===== config.mk =====
export PLATFORM = sky130hd
export DESIGN_NAME = kip_out_buf
export DESIGN_NICKNAME = d
export VERILOG_FILES = /design/src/rtl/kip_pkg.sv /design/src/rtl/kip_out_buf.sv
export SDC_FILE = /design/constraint.sdc
export NUM_CORES = 1
export LEC_CHECK = 0
export BUFFER_PORTS_ARGS = -buffer_cell sky130_fd_sc_hd__buf_4
export CAP_MARGIN = 20
export CORE_ASPECT_RATIO = 0.8
export CORE_MARGIN = 4
export CORE_UTILIZATION = 50
export CTS_BUF_LIST = sky130_fd_sc_hd__clkbuf_2
export CTS_CLUSTER_SIZE = 10
export DETAILED_ROUTE_END_ITERATION = 8
export PLACE_DENSITY = 0.81
export SLEW_MARGIN = 20
export SYNTH_ARGS = -nofsm -noshare
export SYNTH_HDL_FRONTEND = slang
export SYNTH_SLANG_ARGS = --single-unit

===== constraint.sdc =====
create_clock -name clk -period 3.3 [get_ports clk]
set_input_delay 0.165 -clock clk [delete_from_list [all_inputs] [get_ports clk]]
set_output_delay 0.165 -clock clk [all_outputs]
set_load 0.02 [all_outputs]

===== src/rtl/kip_pkg.sv =====
// ----------------------------------------------------------------------------
// kip_pkg
// Shared constants, types and helpers of the keyed index permutation unit.
// ----------------------------------------------------------------------------
`timescale 1ns / 1ps
`default_nettype none

package kip_pkg;

  localparam int ROUNDS    = 1024;
  localparam int ROUND_W   = (ROUNDS > 1) ? $clog2(ROUNDS) : 1;
  localparam int KEY_W     = 32;
  localparam int IDX_W     = 32;
  localparam int VAL_W     = 31;
  localparam int WBITS_W   = 5;
  localparam int TDATA_W   = 32;
  localparam int CFG_IDX_W = 1;
  localparam int CFG_DW    = 32;

  localparam logic [KEY_W-1:0] VALUE_SALT = 32'h5aa5_5aa5;
  localparam logic [KEY_W-1:0] KEY_SALT   = 32'haa55_aa55;
  localparam logic [WBITS_W-1:0] WIDTH_RESET = 5'd20;

  typedef enum logic [CFG_IDX_W-1:0] {
    REG_WIDTH_BITS = 1'b0,
    REG_SEED       = 1'b1
  } cfg_reg_t;

  // domain mask and the one-hot of its top bit
  typedef struct packed {
    logic [VAL_W-1:0] mask;
    logic [VAL_W-1:0] top;
  } width_cfg_t;

  function automatic logic [KEY_W-1:0] bit_rev32(input logic [KEY_W-1:0] x);
    logic [KEY_W-1:0] r;
    for (int k = 0; k < KEY_W; k++) begin
      r[k] = x[KEY_W-1-k];
    end
    return r;
  endfunction

  function automatic logic [KEY_W-1:0] key_step(input logic [KEY_W-1:0] k);
    logic [KEY_W-1:0] s;
    s = k + KEY_W'(1);
    return {s[KEY_W-2:0], s[KEY_W-1]};
  endfunction

  function automatic width_cfg_t width_decode(input logic [WBITS_W-1:0] wb);
    logic [WBITS_W-1:0] w;
    width_cfg_t c;
    w = (wb == '0) ? WBITS_W'(1) : wb;
    c.mask = (VAL_W'(1) << w) - VAL_W'(1);
    c.top  = VAL_W'(1) << (w - WBITS_W'(1));
    return c;
  endfunction

endpackage

`default_nettype wire


===== src/rtl/kip_out_buf.sv =====
// ----------------------------------------------------------------------------
// kip_out_buf
// Output register with a skid entry; frees the pipeline from the sink.
// ----------------------------------------------------------------------------
`timescale 1ns / 1ps
`default_nettype none

module kip_out_buf import kip_pkg::*; (
  input  wire logic             clk,
  input  wire logic             rst,
  input  wire logic             in_valid,
  input  wire logic [VAL_W-1:0] in_value,
  output logic                  in_ready,
  output logic                  out_valid,
  output logic      [VAL_W-1:0] out_value,
  input  wire logic             out_ready
);

  logic             skid_valid;
  logic [VAL_W-1:0] skid_value;
  logic             push;
  logic             pop;

  assign in_ready = !skid_valid;
  assign push     = in_valid && in_ready;
  assign pop      = out_valid && out_ready;

  always_ff @(posedge clk) begin
    if (rst) begin
      out_valid  <= 1'b0;
      skid_valid <= 1'b0;
    end else if (skid_valid) begin
      if (pop) begin
        skid_valid <= 1'b0;
      end
    end else if (push) begin
      if (out_valid && !pop) begin
        skid_valid <= 1'b1;
      end else begin
        out_valid <= 1'b1;
      end
    end else if (pop) begin
      out_valid <= 1'b0;
    end
  end

  always_ff @(posedge clk) begin
    if (skid_valid) begin
      if (pop) begin
        out_value <= skid_value;
      end
    end else if (push) begin
      if (out_valid && !pop) begin
        skid_value <= in_value;
      end else begin
        out_value <= in_value;
      end
    end
  end

endmodule

`default_nettype wire


==> results of run 1 <==
-- cells by family (layout without fill, tap and decap cells) --
kind of cell,after synthesis,in the layout
DFF,64,64
and+or+nand+nor,3,3
buffers and inverters,7,120
muxes,32,32
AOI/OAI and AO/OA,4,4
-- power breakdown --
part | leakage [nW] | internal, mW | switching (mW) | total [mW]
clock | 0.0535 | 0.0915 | 0.236 | 0.328
sequential | 0.598 | 0.950 | 0.0169 | 0.967
combinational | 0.715 | 0.145 | 0.120 | 0.265
total | 1.37 | 1.19 | 0.373 | 1.56
-- cell usage in the layout, fill, tap and decap left out --
cell type / n
o32ai_2: 1
dlygate4sd3_1: 35
dfxtp_2: 1
a211oi_1: 1
a21oi_1: 1
mux2_4: 26
and2b_2: 1
clkbuf_2: 11
nand2b_1: 1
buf_4: 69
dfxtp_1: 1
edfxtp_1: 62
mux2i_1: 1
a21oi_4: 1
inv_1: 3
mux2_2: 5
and4_1: 1
clkinv_2: 2
-- stage by stage --
step / instance area, sq um / setup WS (ns)
after floorplan: 2499 / 0.6304
after global placement: 3033 / 1.603
after detailed placement: 3033 / 1.536
after CTS: 3448 / 1.420
after global routing: 3448 / 1.313
final: 3448 / 1.419
-- per-layer routing --
layer  vias up  GRT usage (%)  share of wire [%]
li1        651              -                  -
met1       645          17.48                 42
met3         3          7.816                8.3
met5         -              0                  0
met2        52          25.53                 49
met4         0          3.114               0.61
-- final cells by class --
type	instances	area [sq um]	share of cell area, %
flip-flops and latches	64	1903	55.19
repair buffers	104	868.3	25.18
multi-input cells	39	525.5	15.24
well taps	60	75.07	2.177
clock buffers	11	55.05	1.597
inverters	3	11.26	0.3266
clock inverters	2	10.01	0.2903
-- critical path, cell delays in order, from the launching register on --
cell and delay [ns]:
dfxtp_2 0.37, buf_4 0.49, and2b_2 0.29, o32ai_2 0.10
dlygate4sd3_1 0.58
-- synth_stat cells --
cell type / n
inv_1: 3
nand2b_1: 1
buf_6: 1
dfxtp_1: 2
and4_1: 1
mux2i_1: 1
edfxtp_1: 62
a211oi_1: 1
and2b_2: 1
buf_12: 3
o32ai_2: 1
mux2_4: 26
mux2_2: 5
a21oi_1: 2
-- worst paths after layout --
path / endpoint / slack, ns / cells past startpoint / from
setup / recovery: out_valid / 1.42 / 4 / skid_valid
hold / removal: out_value[8] / 0.38 / 3 / out_ready
setup reg to reg: out_valid / 1.42 / 4 / skid_valid
hold reg to reg: out_value[14] / 0.55 / 1 / skid_value[14]
-- registers in the layout, indices dropped and copies added (netlist names) --
| signal | cells |
|---|---|
| skid_valid | 1 |
| skid_value | 31 |
| out_value | 31 |
| out_valid | 1 |
==> reports/qor.tcl, run 1 <==
set qor(run_status) {completed}
set qor(finalWirelength_microns) 4418
set qor(floorplan.initialDensity_pct) 53.08
set qor(n_fill_cell) 272
set qor(firstDrtPassIters) 4
set qor(drt_iter0_markers) 36
set qor(synth_compound_gate_area_share_pct) 1.352
set qor(cts_resized) 0
set qor(clock_insertion_delay_at_the_later_pin_of_the_skew_report_ns) 0.45
set qor(final.setup_skew_ns) 0.01266
set qor(drtAntennaViolNets) 0
set qor(grt.total_usage_pct) 15.19
set qor(post-cts-setup-buffers) 0
set qor(total_clock_buffers_created_by_cts) 9
set qor(dpl.cell_count) 235
set qor(rows) 22
set qor(synth_top_area_share_pct) 74.51
set qor(mappedNetlistNets) 145
set qor(period_minus_slack_ns) 1.881
set qor(gp_congestion) 0.7068
set qor(post_cts_hold_buffer_count) 35
set qor(worst_hold_slack_ns) 0.3797
set qor(clkSlewWorstSetupHoldPaths_ns) 0.15
set qor(root_buffer) {clkbuf_2}
set qor(ys_seq_area_share_pct) 76.11
set qor(critPathMaxFanout) 35
set qor(setup_viol) 0
set qor(static-leakage-power_nw) 1.367
set qor(design.die.area_sq_um) 6200
set qor(synthAdderAreaFrac_pct) 0
set qor(hold_path.class) {input port to flop}
set qor(report.power.total_mw) 1.560
set qor(placement.io_buffers) 67
set qor(max_cap_violations) 0
set qor(netlist_top_cells_area) {edfxtp_1 (75%), mux2_4 (16%), buf_12 (2.4%)}
set qor(grt_pass1_wl_microns) 6824
set qor(muxShareOfSynthArea_pct) 18.28
set qor(maximum_number_of_pins_on_one_net_before_global_route_repair) 36
set qor(die_h_microns) 71.23
set qor(end_kind) {flop}
set qor(finalNonFillerCells) 283
set qor(vias_in_the_first_global_route) 1425
set qor(synth_top_cell_by_area) {edfxtp_1}
set qor(cts_tree) {done}
set qor(antenna_found_initial) 0
set qor(main_combinational_cell_family_by_area_after_synthesis) {multiplexers}
set qor(max-clock-path-buffers) 2
set qor(totalNegativeSetupSlack_ns) 0
set qor(core_area_sq_um) 4707
set qor(grt.overflow.total) 0
set qor(post_synth_and_or_nand_nor_area_fraction_pct) 0.9514
set qor(cp.arrival_ns) 2.28
set qor(clock_sinks) 64
set qor(wire_per_inst_microns) 15.61
set qor(crit_path_start_kind) {flop}
set qor(required_ns) 3.70
set qor(synth-xor-area-share_pct) 0
set qor(hold_violations) 0
set qor(path_class) {flop to flop}
set qor(cts_max_level) 3
set qor(design.final.nets) 256
set qor(min_period_over_period_pct) 57.00
set qor(ir_drop_mv) 0.2952
set qor(diodes) 0
set qor(detailroute.via_count) 1351
set qor(timing.fmax_mhz) 531.7
set qor(max-slew-margin-rel_pct) 37.02
set qor(syn-cell-area_sq_um) 2499
set qor(synthesized_instance_count) 110
set qor(synth.avg_cell_area_sq_um) 22.71
set qor(floorplan.die.width_microns) 87.04
set qor(finalCoreUtilization_pct) 73.26
set qor(final-max-slew-violation-count) 0
set qor(drc) 0
set qor(timing_worst_slew_pin_value_ns) 0.9426
set qor(rsz_0062_raised_after_global_routing) {false}
set qor(synth-warning-count) 0
set qor(postSynthRegisterBits) 64
set qor(syn_to_final_growth_pct) 38.01
set qor(drive_gt1_share_pct) 52.47
set qor(cellPowerDensity_nw_per_um2) 452.3
set qor(boundaryPins) 68
set qor(drt_via_density) 4.774
set qor(synth.lib_cells_used.distinct) 14
Note: power is estimated with default switching activity, not from simulation.
==> inputs of run 2 (changes only) <==
clock period = 1.8 ns   (was 3.3 ns; I/O delays follow)
==> reports/qor.tcl, run 2 (same netlist as run 1, synthesis figures left out) <==
set qor(max_cap_violations) 0 ;# unchanged
set qor(grt.overflow.total) 0 ;# unchanged
set qor(layout_top_registers) {out_value (31), skid_value (31)}
set qor(vias_in_the_first_global_route) 1448 ;# +1.6%
set qor(final.setup_skew_ns) 0.01351 ;# +0.0008577 ns
set qor(design.final.nets) 260 ;# +1.6%
set qor(timing.fmax_mhz) 595.0 ;# +12%
set qor(path_class) {flop to flop}
set qor(critPathMaxFanout) 18 ;# -49%
set qor(drt_via_density) 4.734 ;# -0.84%
set qor(required_ns) 2.19 ;# -1.51 ns
set qor(min_path_cells) 4 ;# +1
set qor(cts_tree) {done}
set qor(worst_path_dominant_cell_family) {buffers and inverters}
set qor(report.power.total_mw) 3.007 ;# +93%
set qor(hold_end) {out_value[11]}
set qor(detailedPlacementHpwl_microns) 3022
set qor(grt.total_usage_pct) 15.59 ;# +0.40 points
set qor(worst-r2r-cell-count) 4 ;# unchanged
set qor(switching_share_pct) 23.16 ;# -0.75 points
set qor(p_comb_share_pct) 16.5 ;# -0.5 points
set qor(clock_insertion_delay_at_the_later_pin_of_the_skew_report_ns) 0.44 ;# about the same
set qor(wire_per_inst_microns) 15.42 ;# -1.2%
set qor(internal-power_mw) 2.311 ;# +95%
set qor(final_common_cell) {buf_4}
set qor(gp_congestion) 0.7198 ;# +1.8%
set qor(totalNegativeSetupSlack_ns) 0 ;# unchanged
set qor(static-leakage-power_nw) 1.398 ;# +2.3%
set qor(cp.arrival_ns) 2.07 ;# -0.21 ns
set qor(timing.critical_path.cells) {buf_4, and2b_2, o32ai_2, dlygate4sd3_1}
set qor(grt_pass1_wl_microns) 7148 ;# +4.7%
set qor(final_cell_mix) {buf_4 (73), edfxtp_1 (62), dlygate4sd3_1 (35)}
set qor(floorplan.die.width_microns) 87.04 ;# unchanged
set qor(seq_power_share_pct) 58.9 ;# -3.1 points
set qor(period_minus_slack_ns) 1.681 ;# -0.2001 ns
set qor(finalWirelength_microns) 4457 ;# +0.88%
set qor(maximum_number_of_pins_on_one_net_before_global_route_repair) 25 ;# -31%
set qor(final-max-slew-violation-count) 0 ;# unchanged
set qor(firstDrtPassIters) 4 ;# unchanged
set qor(min_period_over_period_pct) 93.38 ;# +36 points
set qor(clock_power_share_pct) 24.6 ;# +3.6 points
set qor(setup_viol) 0 ;# unchanged
set qor(diodes) 0 ;# unchanged
set qor(root_buffer) {clkbuf_2}
set qor(worstHoldStart) {out_ready}
set qor(drt_iter0_markers) 59 ;# +64%
set qor(hold_violations) 0 ;# unchanged
set qor(worst_r2r_startpoint) {skid_valid}
set qor(die_h_microns) 71.23 ;# unchanged
set qor(floorplan.initialDensity_pct) 53.08 ;# unchanged
set qor(cellPowerDensity_nw_per_um2) 856.6 ;# +89%
set qor(boundaryPins) 68 ;# unchanged
set qor(rows) 22 ;# unchanged
set qor(cts_resized) 0 ;# unchanged
set qor(max-slew-margin-rel_pct) 79.79 ;# +43 points
set qor(placement.io_buffers) 67 ;# unchanged
set qor(end_kind) {flop}
set qor(worst-path-buf-inv) 2 ;# unchanged
set qor(clkSlewWorstSetupHoldPaths_ns) 0.16 ;# about the same
set qor(run_status) {completed}
set qor(clock_sinks) 64 ;# unchanged
set qor(total_clock_buffers_created_by_cts) 9 ;# unchanged
set qor(r2r_end) {out_valid}
set qor(drc) 0 ;# unchanged
set qor(ir_drop_mv) 0.5548 ;# +88%
set qor(max-clock-path-buffers) 2 ;# unchanged
set qor(antenna_found_initial) 0 ;# unchanged
set qor(timing_worst_slew_pin_value_ns) 0.3032 ;# -0.6394 ns
set qor(p_switching_mw) 0.6965 ;# +87%
set qor(cts_max_level) 3 ;# unchanged
set qor(crit_slowest_cell) {dlygate4sd3_1}
set qor(post-cts-setup-buffers) 0 ;# unchanged
set qor(worst_path_largest_cell_delay_ns) 0.57 ;# about the same
set qor(detailroute.via_count) 1368 ;# +1.3%
set qor(design.die.area_sq_um) 6200 ;# unchanged
set qor(hold_path.class) {input port to flop}
set qor(syn_to_final_growth_pct) 40.51
set qor(crit_path_start_kind) {flop}
set qor(rsz_0062_raised_after_global_routing) {false}
set qor(drive_gt1_share_pct) 52.84 ;# +0.37 points
set qor(drtAntennaViolNets) 0 ;# unchanged
set qor(core_area_sq_um) 4707 ;# unchanged
set qor(r2r_setup_slack_ns) 0.12 ;# -1.30 ns
run 2: layout make-up:
| class | instances | area [sq um] |
|---|---|---|
| Clock buffer | 9 | 45.04 |
| Clock inverter | 6 | 51.30 |
| Fill cell | 284 | 1196 |
| Inverter | 3 | 11.26 |
| Multi-Input combinational cell | 39 | 526.8 |
| Sequential cell | 64 | 1903 |
| Tap cell | 60 | 75.07 |
| Timing Repair Buffer | 108 | 898.4 |
run 2: timing repair:
item	CTS	global route
endpoints found under the hold margin	64	0
hold buffers	35	0
setup endpoints to repair	0	0
run 2: metal layers:
layer / wire (microns) / vias to the layer above / track usage [%]
met5: 0 / - / 0
met2: 2225 / 57 / 24.77
li1: - / 662 / -
met3: 383 / 0 / 8.391
met4: 0 / 0 / 2.595
met1: 1848 / 649 / 19.27
run 2: worst max path at each step:
stage / from / endpoint / slack, ns / cells past startpoint
floorplan: skid_valid / skid_value[0] / 0.08 / 4
global placement: out_valid / out_value[6] / 0.43 / 3
detailed placement: out_valid / out_value[0] / 0.35 / 3
CTS: skid_valid / out_valid / 0.12 / 4
global route: skid_valid / out_valid / 0.06 / 4
finish: skid_valid / out_valid / 0.12 / 4
run 2: tightest hold or removal path: stages:
cell,delay (ns)
buf_4,0.09
inv_1,0.07
a21oi_4,0.16
buf_4,0.18
run 2: metrics by stage:
stage	utilization (%)	worst slack [ns]	hold slack [ns]	instance area (sq um)	cells
after global routing	74.59	0.05866	0.1831	3511	289
final	74.59	0.1192	0.2578	3511	289
after global placement	65.10	0.4322	0.2722	3064	239
after detailed placement	65.10	0.3455	0.2809	3064	239
after CTS	74.59	0.1243	0.2062	3511	289
after floorplan	-	0.08219	0.1685	2511	110
run 2: power by group through the flow:
stage          Clock, mW  Combinational (mW)  Sequential [mW]
6_report           0.741               0.495             1.77
5_1_grt            0.858               0.527             1.78
4_1_cts            0.780               0.500             1.77
3_5_place_dp           0               0.439             1.81
3_3_place_gp           0               0.428             1.80
2_1_floorplan          0               0.172             1.88
