==> src/rtl/kip_pkg.sv <==
// ----------------------------------------------------------------------------
// kip_pkg
// Shared constants, types and helpers of the keyed index permutation unit.
// ----------------------------------------------------------------------------
`timescale 1ns / 1ps
`default_nettype none

package kip_pkg;

  localparam int ROUNDS    = 1024;
  localparam int ROUND_W   = (ROUNDS > 1) ? $clog2(ROUNDS) : 1;
  localparam int KEY_W     = 32;
  localparam int IDX_W     = 32;
  localparam int VAL_W     = 31;
  localparam int WBITS_W   = 5;
  localparam int TDATA_W   = 32;
  localparam int CFG_IDX_W = 1;
  localparam int CFG_DW    = 32;

  localparam logic [KEY_W-1:0] VALUE_SALT = 32'h5aa5_5aa5;
  localparam logic [KEY_W-1:0] KEY_SALT   = 32'haa55_aa55;
  localparam logic [WBITS_W-1:0] WIDTH_RESET = 5'd20;

  typedef enum logic [CFG_IDX_W-1:0] {
    REG_WIDTH_BITS = 1'b0,
    REG_SEED       = 1'b1
  } cfg_reg_t;

  // domain mask and the one-hot of its top bit
  typedef struct packed {
    logic [VAL_W-1:0] mask;
    logic [VAL_W-1:0] top;
  } width_cfg_t;

  function automatic logic [KEY_W-1:0] bit_rev32(input logic [KEY_W-1:0] x);
    logic [KEY_W-1:0] r;
    for (int k = 0; k < KEY_W; k++) begin
      r[k] = x[KEY_W-1-k];
    end
    return r;
  endfunction

  function automatic logic [KEY_W-1:0] key_step(input logic [KEY_W-1:0] k);
    logic [KEY_W-1:0] s;
    s = k + KEY_W'(1);
    return {s[KEY_W-2:0], s[KEY_W-1]};
  endfunction

  function automatic width_cfg_t width_decode(input logic [WBITS_W-1:0] wb);
    logic [WBITS_W-1:0] w;
    width_cfg_t c;
    w = (wb == '0) ? WBITS_W'(1) : wb;
    c.mask = (VAL_W'(1) << w) - VAL_W'(1);
    c.top  = VAL_W'(1) << (w - WBITS_W'(1));
    return c;
  endfunction

endpackage

`default_nettype wire

==> src/rtl/kip_round.sv <==
// ----------------------------------------------------------------------------
// kip_round
// One scramble round: add round number, mix key, rotate within the domain.
// ----------------------------------------------------------------------------
`timescale 1ns / 1ps
`default_nettype none

module kip_round import kip_pkg::*; (
  input  wire logic               clk,
  input  wire logic               rst,
  input  wire logic               en,
  input  wire width_cfg_t         wcfg,
  input  wire logic [ROUND_W-1:0] rnd,
  input  wire logic [KEY_W-1:0]   key,
  input  wire logic               in_valid,
  input  wire logic [VAL_W-1:0]   in_value,
  output logic                    out_valid,
  output logic      [VAL_W-1:0]   out_value
);

  logic [VAL_W-1:0] mixed;
  logic             wrap;
  logic [VAL_W-1:0] value_next;

  always_comb begin
    mixed      = (in_value + VAL_W'(rnd)) ^ key[VAL_W-1:0];
    wrap       = |(mixed & wcfg.top);
    value_next = ({mixed[VAL_W-2:0], 1'b0} | VAL_W'(wrap)) & wcfg.mask;
  end

  always_ff @(posedge clk) begin
    if (rst) begin
      out_valid <= 1'b0;
    end else if (en) begin
      out_valid <= in_valid;
    end
  end

  always_ff @(posedge clk) begin
    if (en) begin
      out_value <= value_next;
    end
  end

endmodule

`default_nettype wire

==> config.mk <==
export PLATFORM = sky130hd
export DESIGN_NAME = kip_round
export DESIGN_NICKNAME = d
export VERILOG_FILES = /design/src/rtl/kip_pkg.sv /design/src/rtl/kip_round.sv
export SDC_FILE = /design/constraint.sdc
export NUM_CORES = 1
export LEC_CHECK = 0
export ABC_AREA = 1
export BUFFER_PORTS_ARGS = -buffer_cell sky130_fd_sc_hd__buf_2
export CAP_MARGIN = 15
export CORE_ASPECT_RATIO = 0.75
export CORE_MARGIN = 5
export CORE_UTILIZATION = 30
export DETAILED_ROUTE_END_ITERATION = 6
export GPL_TIMING_DRIVEN = 0
export PLACE_DENSITY_LB_ADDON = 0.2
export SLEW_MARGIN = 30
export SYNTH_ARGS = -nofsm -noshare
export SYNTH_HDL_FRONTEND = slang
export SYNTH_SLANG_ARGS = --single-unit
==> constraint.sdc <==
create_clock -name clk -period 2.4 [get_ports clk]
set_clock_uncertainty 0.05 [all_clocks]
set_input_delay 0.36 -clock clk [delete_from_list [all_inputs] [get_ports clk]]
set_output_delay 0.36 -clock clk [all_outputs]
set_load 0.02 [all_outputs]
==> impl_summary.log, run 1 <==
INFO  metric status = complete, no violations
INFO  metric pint = 1470 uW
INFO  metric layout_common_cells = sky130_fd_sc_hd__buf_2 (168), sky130_fd_sc_hd__nand2_1 (149), sky130_fd_sc_hd__inv_1 (71), sky130_fd_sc_hd__nand3_1 (47), sky130_fd_sc_hd__nor2_1 (42)
INFO  metric most_frequent_standard_cell_in_the_layout_excluding_fill_and_tap_cells = sky130_fd_sc_hd__buf_2
INFO  metric async_flop_share = 0%
INFO  metric switching_share = 33.4%
INFO  metric routed-via-count = ~3500
INFO  metric synth_largest_area_cell = sky130_fd_sc_hd__edfxtp_1
INFO  metric num_rows = 32
INFO  metric antennaDiodeCount = 0
INFO  metric effective_utilization_at_floorplan = 30.7%
INFO  metric period_share = 93.1%
INFO  metric post_synth_main_area_contributors = sky130_fd_sc_hd__edfxtp_1 (29%), sky130_fd_sc_hd__nand2_1 (19%), sky130_fd_sc_hd__inv_1 (8.7%)
INFO  metric postSynthCellCount = 474
INFO  metric routed_via_density = about 4.4
INFO  metric fraction_of_layout_instances_using_a_drive_strength_above_1 = 34.7%
INFO  metric finalWirelength = 11100 microns
INFO  metric cts_made_buffers = 5
INFO  metric io_pins = 171
INFO  metric grt.met3_usage = 3.63%
INFO  metric hold_path.class = in -> reg
INFO  metric critical_path_arrival = 2220 ps
INFO  metric finish.net_count = 804
INFO  metric buffer_ports.inserted = 169
INFO  metric period_minus_slack = 2230 ps
INFO  metric first_pass_grt_wire_length = 17300 microns
INFO  metric power_density = 493 nW/um^2
INFO  metric portion_of_synthesized_cell_area_occupied_by_the_leading_cell_type = between 20% and 30%
INFO  metric clock_latency = 280 ps
INFO  metric power.leakage = roughly 0.0024 uW
INFO  metric synth_sequential_area_ratio = approximately 30%
INFO  metric critical_path.startpoint_type = primary input
INFO  metric cts.sinks = 32
INFO  metric global_placement_routability_congestion = between 0.8 and 0.9
INFO  metric hold_viol_final = 0
INFO  metric syn2layout_area_growth = 41.7%
INFO  metric ys_ff_latch = 32
INFO  metric timing.final.max_slew_violations = 0
INFO  metric worstSetupEndpointType = flop
INFO  metric grt.busiest_layer = met2
INFO  metric worst_slew_margin_rel = 46.0%
INFO  metric core_area = about 10000 sq um
INFO  metric number_of_global_route_vias_before_repair = around 3600
INFO  metric syn_avg_cell_area = 6.67 sq um
INFO  metric grtUsageMet2 = roughly 29%
INFO  metric initial_antenna_violation_count = 0
INFO  metric achievable_freq = 448 MHz
INFO  metric clock_tree.root_cell = sky130_fd_sc_hd__clkbuf_16
INFO  metric max-cap-violations = 0
INFO  metric combPwrFrac = 34.0%
INFO  metric all_layer_global_routing_usage = approximately 17%
INFO  metric setup_viol = 0
INFO  metric chip_width = 128 microns
INFO  metric use_met1 = around a quarter
INFO  metric initialDrtViolationCount = 154
INFO  metric worst-path-max-fanout = 5
INFO  metric tritoncts = built
INFO  metric dp_worst_setup_slack = -498 ps
INFO  metric post_drt_wl_per_cell = 14.1 microns
INFO  metric postLayoutSetupSlackWorst = between 150 and 200 ps
INFO  metric grt_max_degree = 33
INFO  metric number_of_buffers_inserted_for_hold_repair_after_clock_tree_synthesis = 0
INFO  metric synth_edf_count = 31
INFO  metric die_area = 12700 sq um
INFO  metric clock_network_fraction_of_total_power = 34.7%
INFO  metric share_seq_of_total_power = between 30% and 40%
INFO  metric syn_area = 3160 sq um
INFO  metric critPathRequiredTime = about 2400 ps
INFO  metric number_of_antenna_violating_nets_in_the_routed_design = 0
INFO  metric drt_pre_antenna_iters = 4
INFO  metric overflow = 0
INFO  metric drc_violation_count_after_routing = 0
INFO  metric worst_pin_slew = 810 ps
INFO  metric warning_count_from_the_yosys_run = 0
INFO  metric max_h_tree_level = 2
INFO  metric detailed_place_hpwl = 9620 microns
INFO  metric synth_fp_nets = 624
INFO  metric cts_buffer_depth = 2
INFO  metric ys.flop_type = sky130_fd_sc_hd__edfxtp_1
INFO  metric synthDistinctLibCells = 27
INFO  metric path_clk_slew = around 60 ps
INFO  metric p_switching = between 700 and 800 uW
INFO  metric die_y = 98.9 microns
INFO  metric crit_type = in -> reg
INFO  metric aggregate_negative_setup_slack = 0 ps
INFO  metric power.ir.vdd_worst = 0.245 mV
sequential cells by signal, summed over array words and instances, names as in the netlist:
name	cells
out_value	31
out_valid	1
cell usage after synthesis, drive strengths merged (3+ instances only):
cell and number:
nand2 165, inv 77, nand3 54, nor2 47, edfxtp 31, xor2 23, a21boi 16, and3 11
ha 10, nand4 10, xnor2 9, a21oi 4, nand3b 4, or2 4, and2 3, nor3 3
cell families after synthesis:
family	synth area share [%]
AO/OA/AOI/OAI	4.67
XOR/XNOR	8.87
adder cells (fa/ha/maj)	4.59
buffers and inverters	9.15
flip-flops	30.1
multiplexers	0.317
AND/OR/NAND/NOR	42.3
power groups by stage:
stage	Combinational, uW	Sequential (uW)	Clock, uW
detailed placement	716	704	0
floorplan	348	781	0
finish	749	693	765
global placement	709	703	0
CTS	726	693	786
global route	836	698	809
worst max-delay path, cell delays in order:
cell and delay (ps):
sky130_fd_sc_hd__buf_2 100, sky130_fd_sc_hd__ha_4 120, sky130_fd_sc_hd__inv_1 50, sky130_fd_sc_hd__fa_2 370, sky130_fd_sc_hd__inv_2 100, sky130_fd_sc_hd__buf_4 130
sky130_fd_sc_hd__nand3_1 110, sky130_fd_sc_hd__nand3_2 140, sky130_fd_sc_hd__nand3_1 80, sky130_fd_sc_hd__nand2_1 90, sky130_fd_sc_hd__nand2_1 80, sky130_fd_sc_hd__nand2_1 70
sky130_fd_sc_hd__nand2_1 50, sky130_fd_sc_hd__nor2_1 120, sky130_fd_sc_hd__nand2_2 90, sky130_fd_sc_hd__nor2_2 90, sky130_fd_sc_hd__a21oi_1 60
metrics by stage:
| stage | utilization (%) | cells | total power, uW | hold WS (ps) | cell area [sq um] |
|---|---|---|---|---|---|
| global placement | 40.6 | 779 | 1410 | 418 | 4180 |
| finish | 43.5 | 791 | 2210 | 176 | 4480 |
| detailed placement | 40.6 | 779 | 1420 | 441 | 4180 |
| global route | 43.5 | 791 | 2340 | 170 | 4480 |
| CTS | 42.5 | 789 | 2200 | 170 | 4370 |
| floorplan | - | 474 | 1130 | 382 | 3160 |
what timing repair did:
item	CTS	global route
pin swaps	2	11
resized for setup	6	23
setup endpoints to repair	1	1
buffers inserted	2	2
hold endpoints to repair	0	0
area by class of cell:
type / instances / area [sq um]
multi-input cells: 365 / 2020
flip-flops and latches: 32 / 951
clock buffers: 5 / 125
inverters: 77 / 289
repair buffers: 173 / 882
fillers: 1098 / 5810
well taps: 136 / 170
clock inverters: 3 / 42.5
path summary, 6_finish.rpt:
| check | from | end | slack, ps | cells after the start |
|---|---|---|---|---|
| min reg2reg | out_valid | out_valid | 460 | 2 |
| max reg2reg | out_valid | out_valid | 1760 | 2 |
| min | rst | out_valid | 180 | 2 |
| max | rnd[0] | out_value[0] | 170 | 17 |
metal layers:
layer | part of all wire [%] | vias to the layer above
met3 | 5.5 | 6
met5 | 0 | -
met1 | 47 | 1529
li1 | - | 1868
met4 | 0.69 | 0
met2 | 47 | 83
(Power assumes the default switching activity.)
==> inputs of run 2 (changes only) <==
Settings changed: CORE_ASPECT_RATIO 0.75 to 1.2.
==> impl_summary.log, run 2 (synthesis gave the netlist of run 1 again) <==
INFO  metric worst_pin_slew = 810 ps
INFO  metric layoutNonFillerInstCount = 784
INFO  metric hold_start = rst
INFO  metric antennaDiodeCount = 0
INFO  metric min_path_cells = 2
INFO  metric clock_latency = around 280 ps
INFO  metric postLayoutSetupSlackWorst = 178 ps
INFO  metric first_pass_grt_wire_length = between 15000 and 20000 microns
INFO  metric grt_max_degree = 33
INFO  metric overflow = 0
INFO  metric drc_violation_count_after_routing = 0
INFO  metric io_pins = 171
INFO  metric grtUsageMet2 = 30.9%
INFO  metric critical_path_arrival = 2210 ps
INFO  metric die_area = between 10000 and 15000 sq um
INFO  metric effective_utilization_at_floorplan = between 30 and 40%
INFO  metric critical_path.startpoint_type = primary input
INFO  metric worstReg2RegStart = out_valid
INFO  metric buffer_ports.inserted = 169
INFO  metric layout_common_cells = sky130_fd_sc_hd__buf_2 (169), sky130_fd_sc_hd__nand2_1 (153), sky130_fd_sc_hd__inv_1 (70), sky130_fd_sc_hd__nand3_1 (47), sky130_fd_sc_hd__nor2_1 (41)
INFO  metric worst-path-max-fanout = 5
INFO  metric chip_width = 104 microns
INFO  metric max-cap-violations = 0
INFO  metric crit_type = in -> reg
INFO  metric use_met1 = around 19%
INFO  metric critPathRequiredTime = between 2000 and 2500 ps
INFO  metric grt.busiest_layer = met2
INFO  metric status = complete, no violations
INFO  metric period_share = 92.6%
INFO  metric achievable_freq = 450 MHz
INFO  metric power.leakage = between 0.002 and 0.0025 uW
INFO  metric cts_buffer_depth = 2
INFO  metric worstSetupStartpoint = in_value[0]
INFO  metric regToRegSetupSlack = about 1800 ps
INFO  metric routed-via-count = 3558
INFO  metric timing.critical_path.slowest_stage_cell = sky130_fd_sc_hd__fa_2
INFO  metric drt_pre_antenna_iters = 4
INFO  metric critical_path.top_delay_family = simple AND/OR/NAND/NOR gates
INFO  metric finalWirelength = 10900 microns
INFO  metric tritoncts = built
INFO  metric number_of_buffers_inserted_for_hold_repair_after_clock_tree_synthesis = 0
INFO  metric placedCellCount = 772
INFO  metric cpMostUsedCell = sky130_fd_sc_hd__nand2_4
INFO  metric hold_viol_final = 0
INFO  metric core_area = 10400 sq um
INFO  metric multiInputGateArea = ~2000 sq um
INFO  metric worstSetupEndpointType = flop
INFO  metric number_of_antenna_violating_nets_in_the_routed_design = 0
INFO  metric initialDrtViolationCount = 159
INFO  metric rr_endpoint = out_valid
INFO  metric flip_flop_count_of_the_largest_register_all_copies_and_words_added = 31
INFO  metric num_rows = 41
INFO  metric biggestRegsByFlops = out_value: 31 flops, out_valid: 1 flops
INFO  metric power_density = 478 nW/um^2
INFO  metric setup_viol = 0
INFO  metric timing.final.max_slew_violations = 0
INFO  metric worst-r2r-cell-count = 2
INFO  metric holdPathEnd = out_valid
INFO  metric largest_register_by_flop_count = out_value
INFO  metric die_y = approximately 120 microns
INFO  metric cts_made_buffers = 5
INFO  metric number_of_global_route_vias_before_repair = 3715
INFO  metric post_drt_wl_per_cell = 13.9 microns
INFO  metric global_placement_routability_congestion = 0.898
INFO  metric path_buf_inv = 4
INFO  metric cts.sinks = 32
INFO  metric initial_antenna_violation_count = 0
INFO  metric fraction_of_layout_instances_using_a_drive_strength_above_1 = about a third
INFO  metric detailed_place_hpwl = 9340 microns
INFO  metric grt.met3_usage = 3.63%
INFO  metric finish.net_count = 804
INFO  metric timing.critical_path.slowest_cell_delay = 390 ps
INFO  metric period_minus_slack = approximately 2200 ps
INFO  metric all_layer_global_routing_usage = 16.9%
INFO  metric fillerInstances = 1170
INFO  metric dp_worst_setup_slack = -558 ps
INFO  metric timing.critical_path.cells = buf_2 > ha_4 > inv_2 > fa_2 > inv_2 > nand2_4 > nand2_4 > nand2_4 > inv_4 > nand2_2 > nand3_4 > xor2_2 > nor2_1 > nor2_2 > nand3_2 > nor2_1 > a21oi_1
INFO  metric regArea = 951 sq um
INFO  metric power.ir.vdd_worst = 0.259 mV
INFO  metric max_h_tree_level = 2
INFO  metric worst_slew_margin_rel = 46.0%
INFO  metric clock_tree.root_cell = sky130_fd_sc_hd__clkbuf_16
INFO  metric hold_path.class = in -> reg
INFO  metric most_frequent_standard_cell_in_the_layout_excluding_fill_and_tap_cells = sky130_fd_sc_hd__buf_2
INFO  metric routed_via_density = 4.54
INFO  metric path_clk_slew = around 60 ps
INFO  metric syn2layout_area_growth = 40.4%
## run 2: cell count changes in the layout (fill, tap and decap cells not counted), sizes merged
cell | previous run | this run
clkbuf | 5 | 8
bufinv | 1 | 0
clkinv | 1 | 0
clkinvlp | 1 | 0
## run 2: worst max-delay path by stage
stage                    to  slack (ps)  cells past startpoint
6_report       out_value[0]         180                     17
5_1_grt        out_value[0]         -10                     17
4_1_cts        out_value[0]          40                     18
3_5_place_dp   out_value[0]        -560                     17
3_3_place_gp   out_value[0]        -580                     17
2_1_floorplan  out_value[0]         100                     19
## run 2: layout make-up
class / count / share of cell area [%]
Tap cell: 129 / 3.64
Sequential cell: 32 / 21.4
Inverter: 77 / 6.57
Timing Repair Buffer: 173 / 19.8
Multi-Input combinational cell: 365 / 45.1
Clock buffer: 8 / 3.53
## run 2: where the power goes
| part | internal (uW) | switching (uW) |
|---|---|---|
| Clock | 442 | 248 |
| Combinational | 296 | 439 |
| Sequential | 681 | 12.7 |
| Total | 1420 | 700 |
## run 2: what timing repair did
item                       in CTS  in global routing
setup endpoints to repair       1                  1
buffers inserted                2                  2
pin swaps                       3                  8
gates resized for setup         8                 15
cloned                          0                  0
## run 2: stage by stage
| step | hold slack, ps | total power (uW) | TNS, ps | util, % | instance area [sq um] |
|---|---|---|---|---|---|
| after floorplan | 382 | 1130 | 0 | - | 3160 |
| after global placement | 419 | 1400 | -857 | 40.0 | 4170 |
| after detailed placement | 433 | 1420 | -835 | 40.0 | 4170 |
| after CTS | 169 | 2130 | 0 | 41.9 | 4360 |
| after global routing | 168 | 2260 | -12.7 | 42.6 | 4430 |
| final | 177 | 2120 | 0 | 42.6 | 4430 |
## run 2: metal layers
layer	up-vias	share of wire, %	routed length (microns)
li1	1873	-	-
met2	103	52	5620
met1	1568	40	4390
met5	-	0	0
met3	14	6.3	682
met4	0	1.7	189
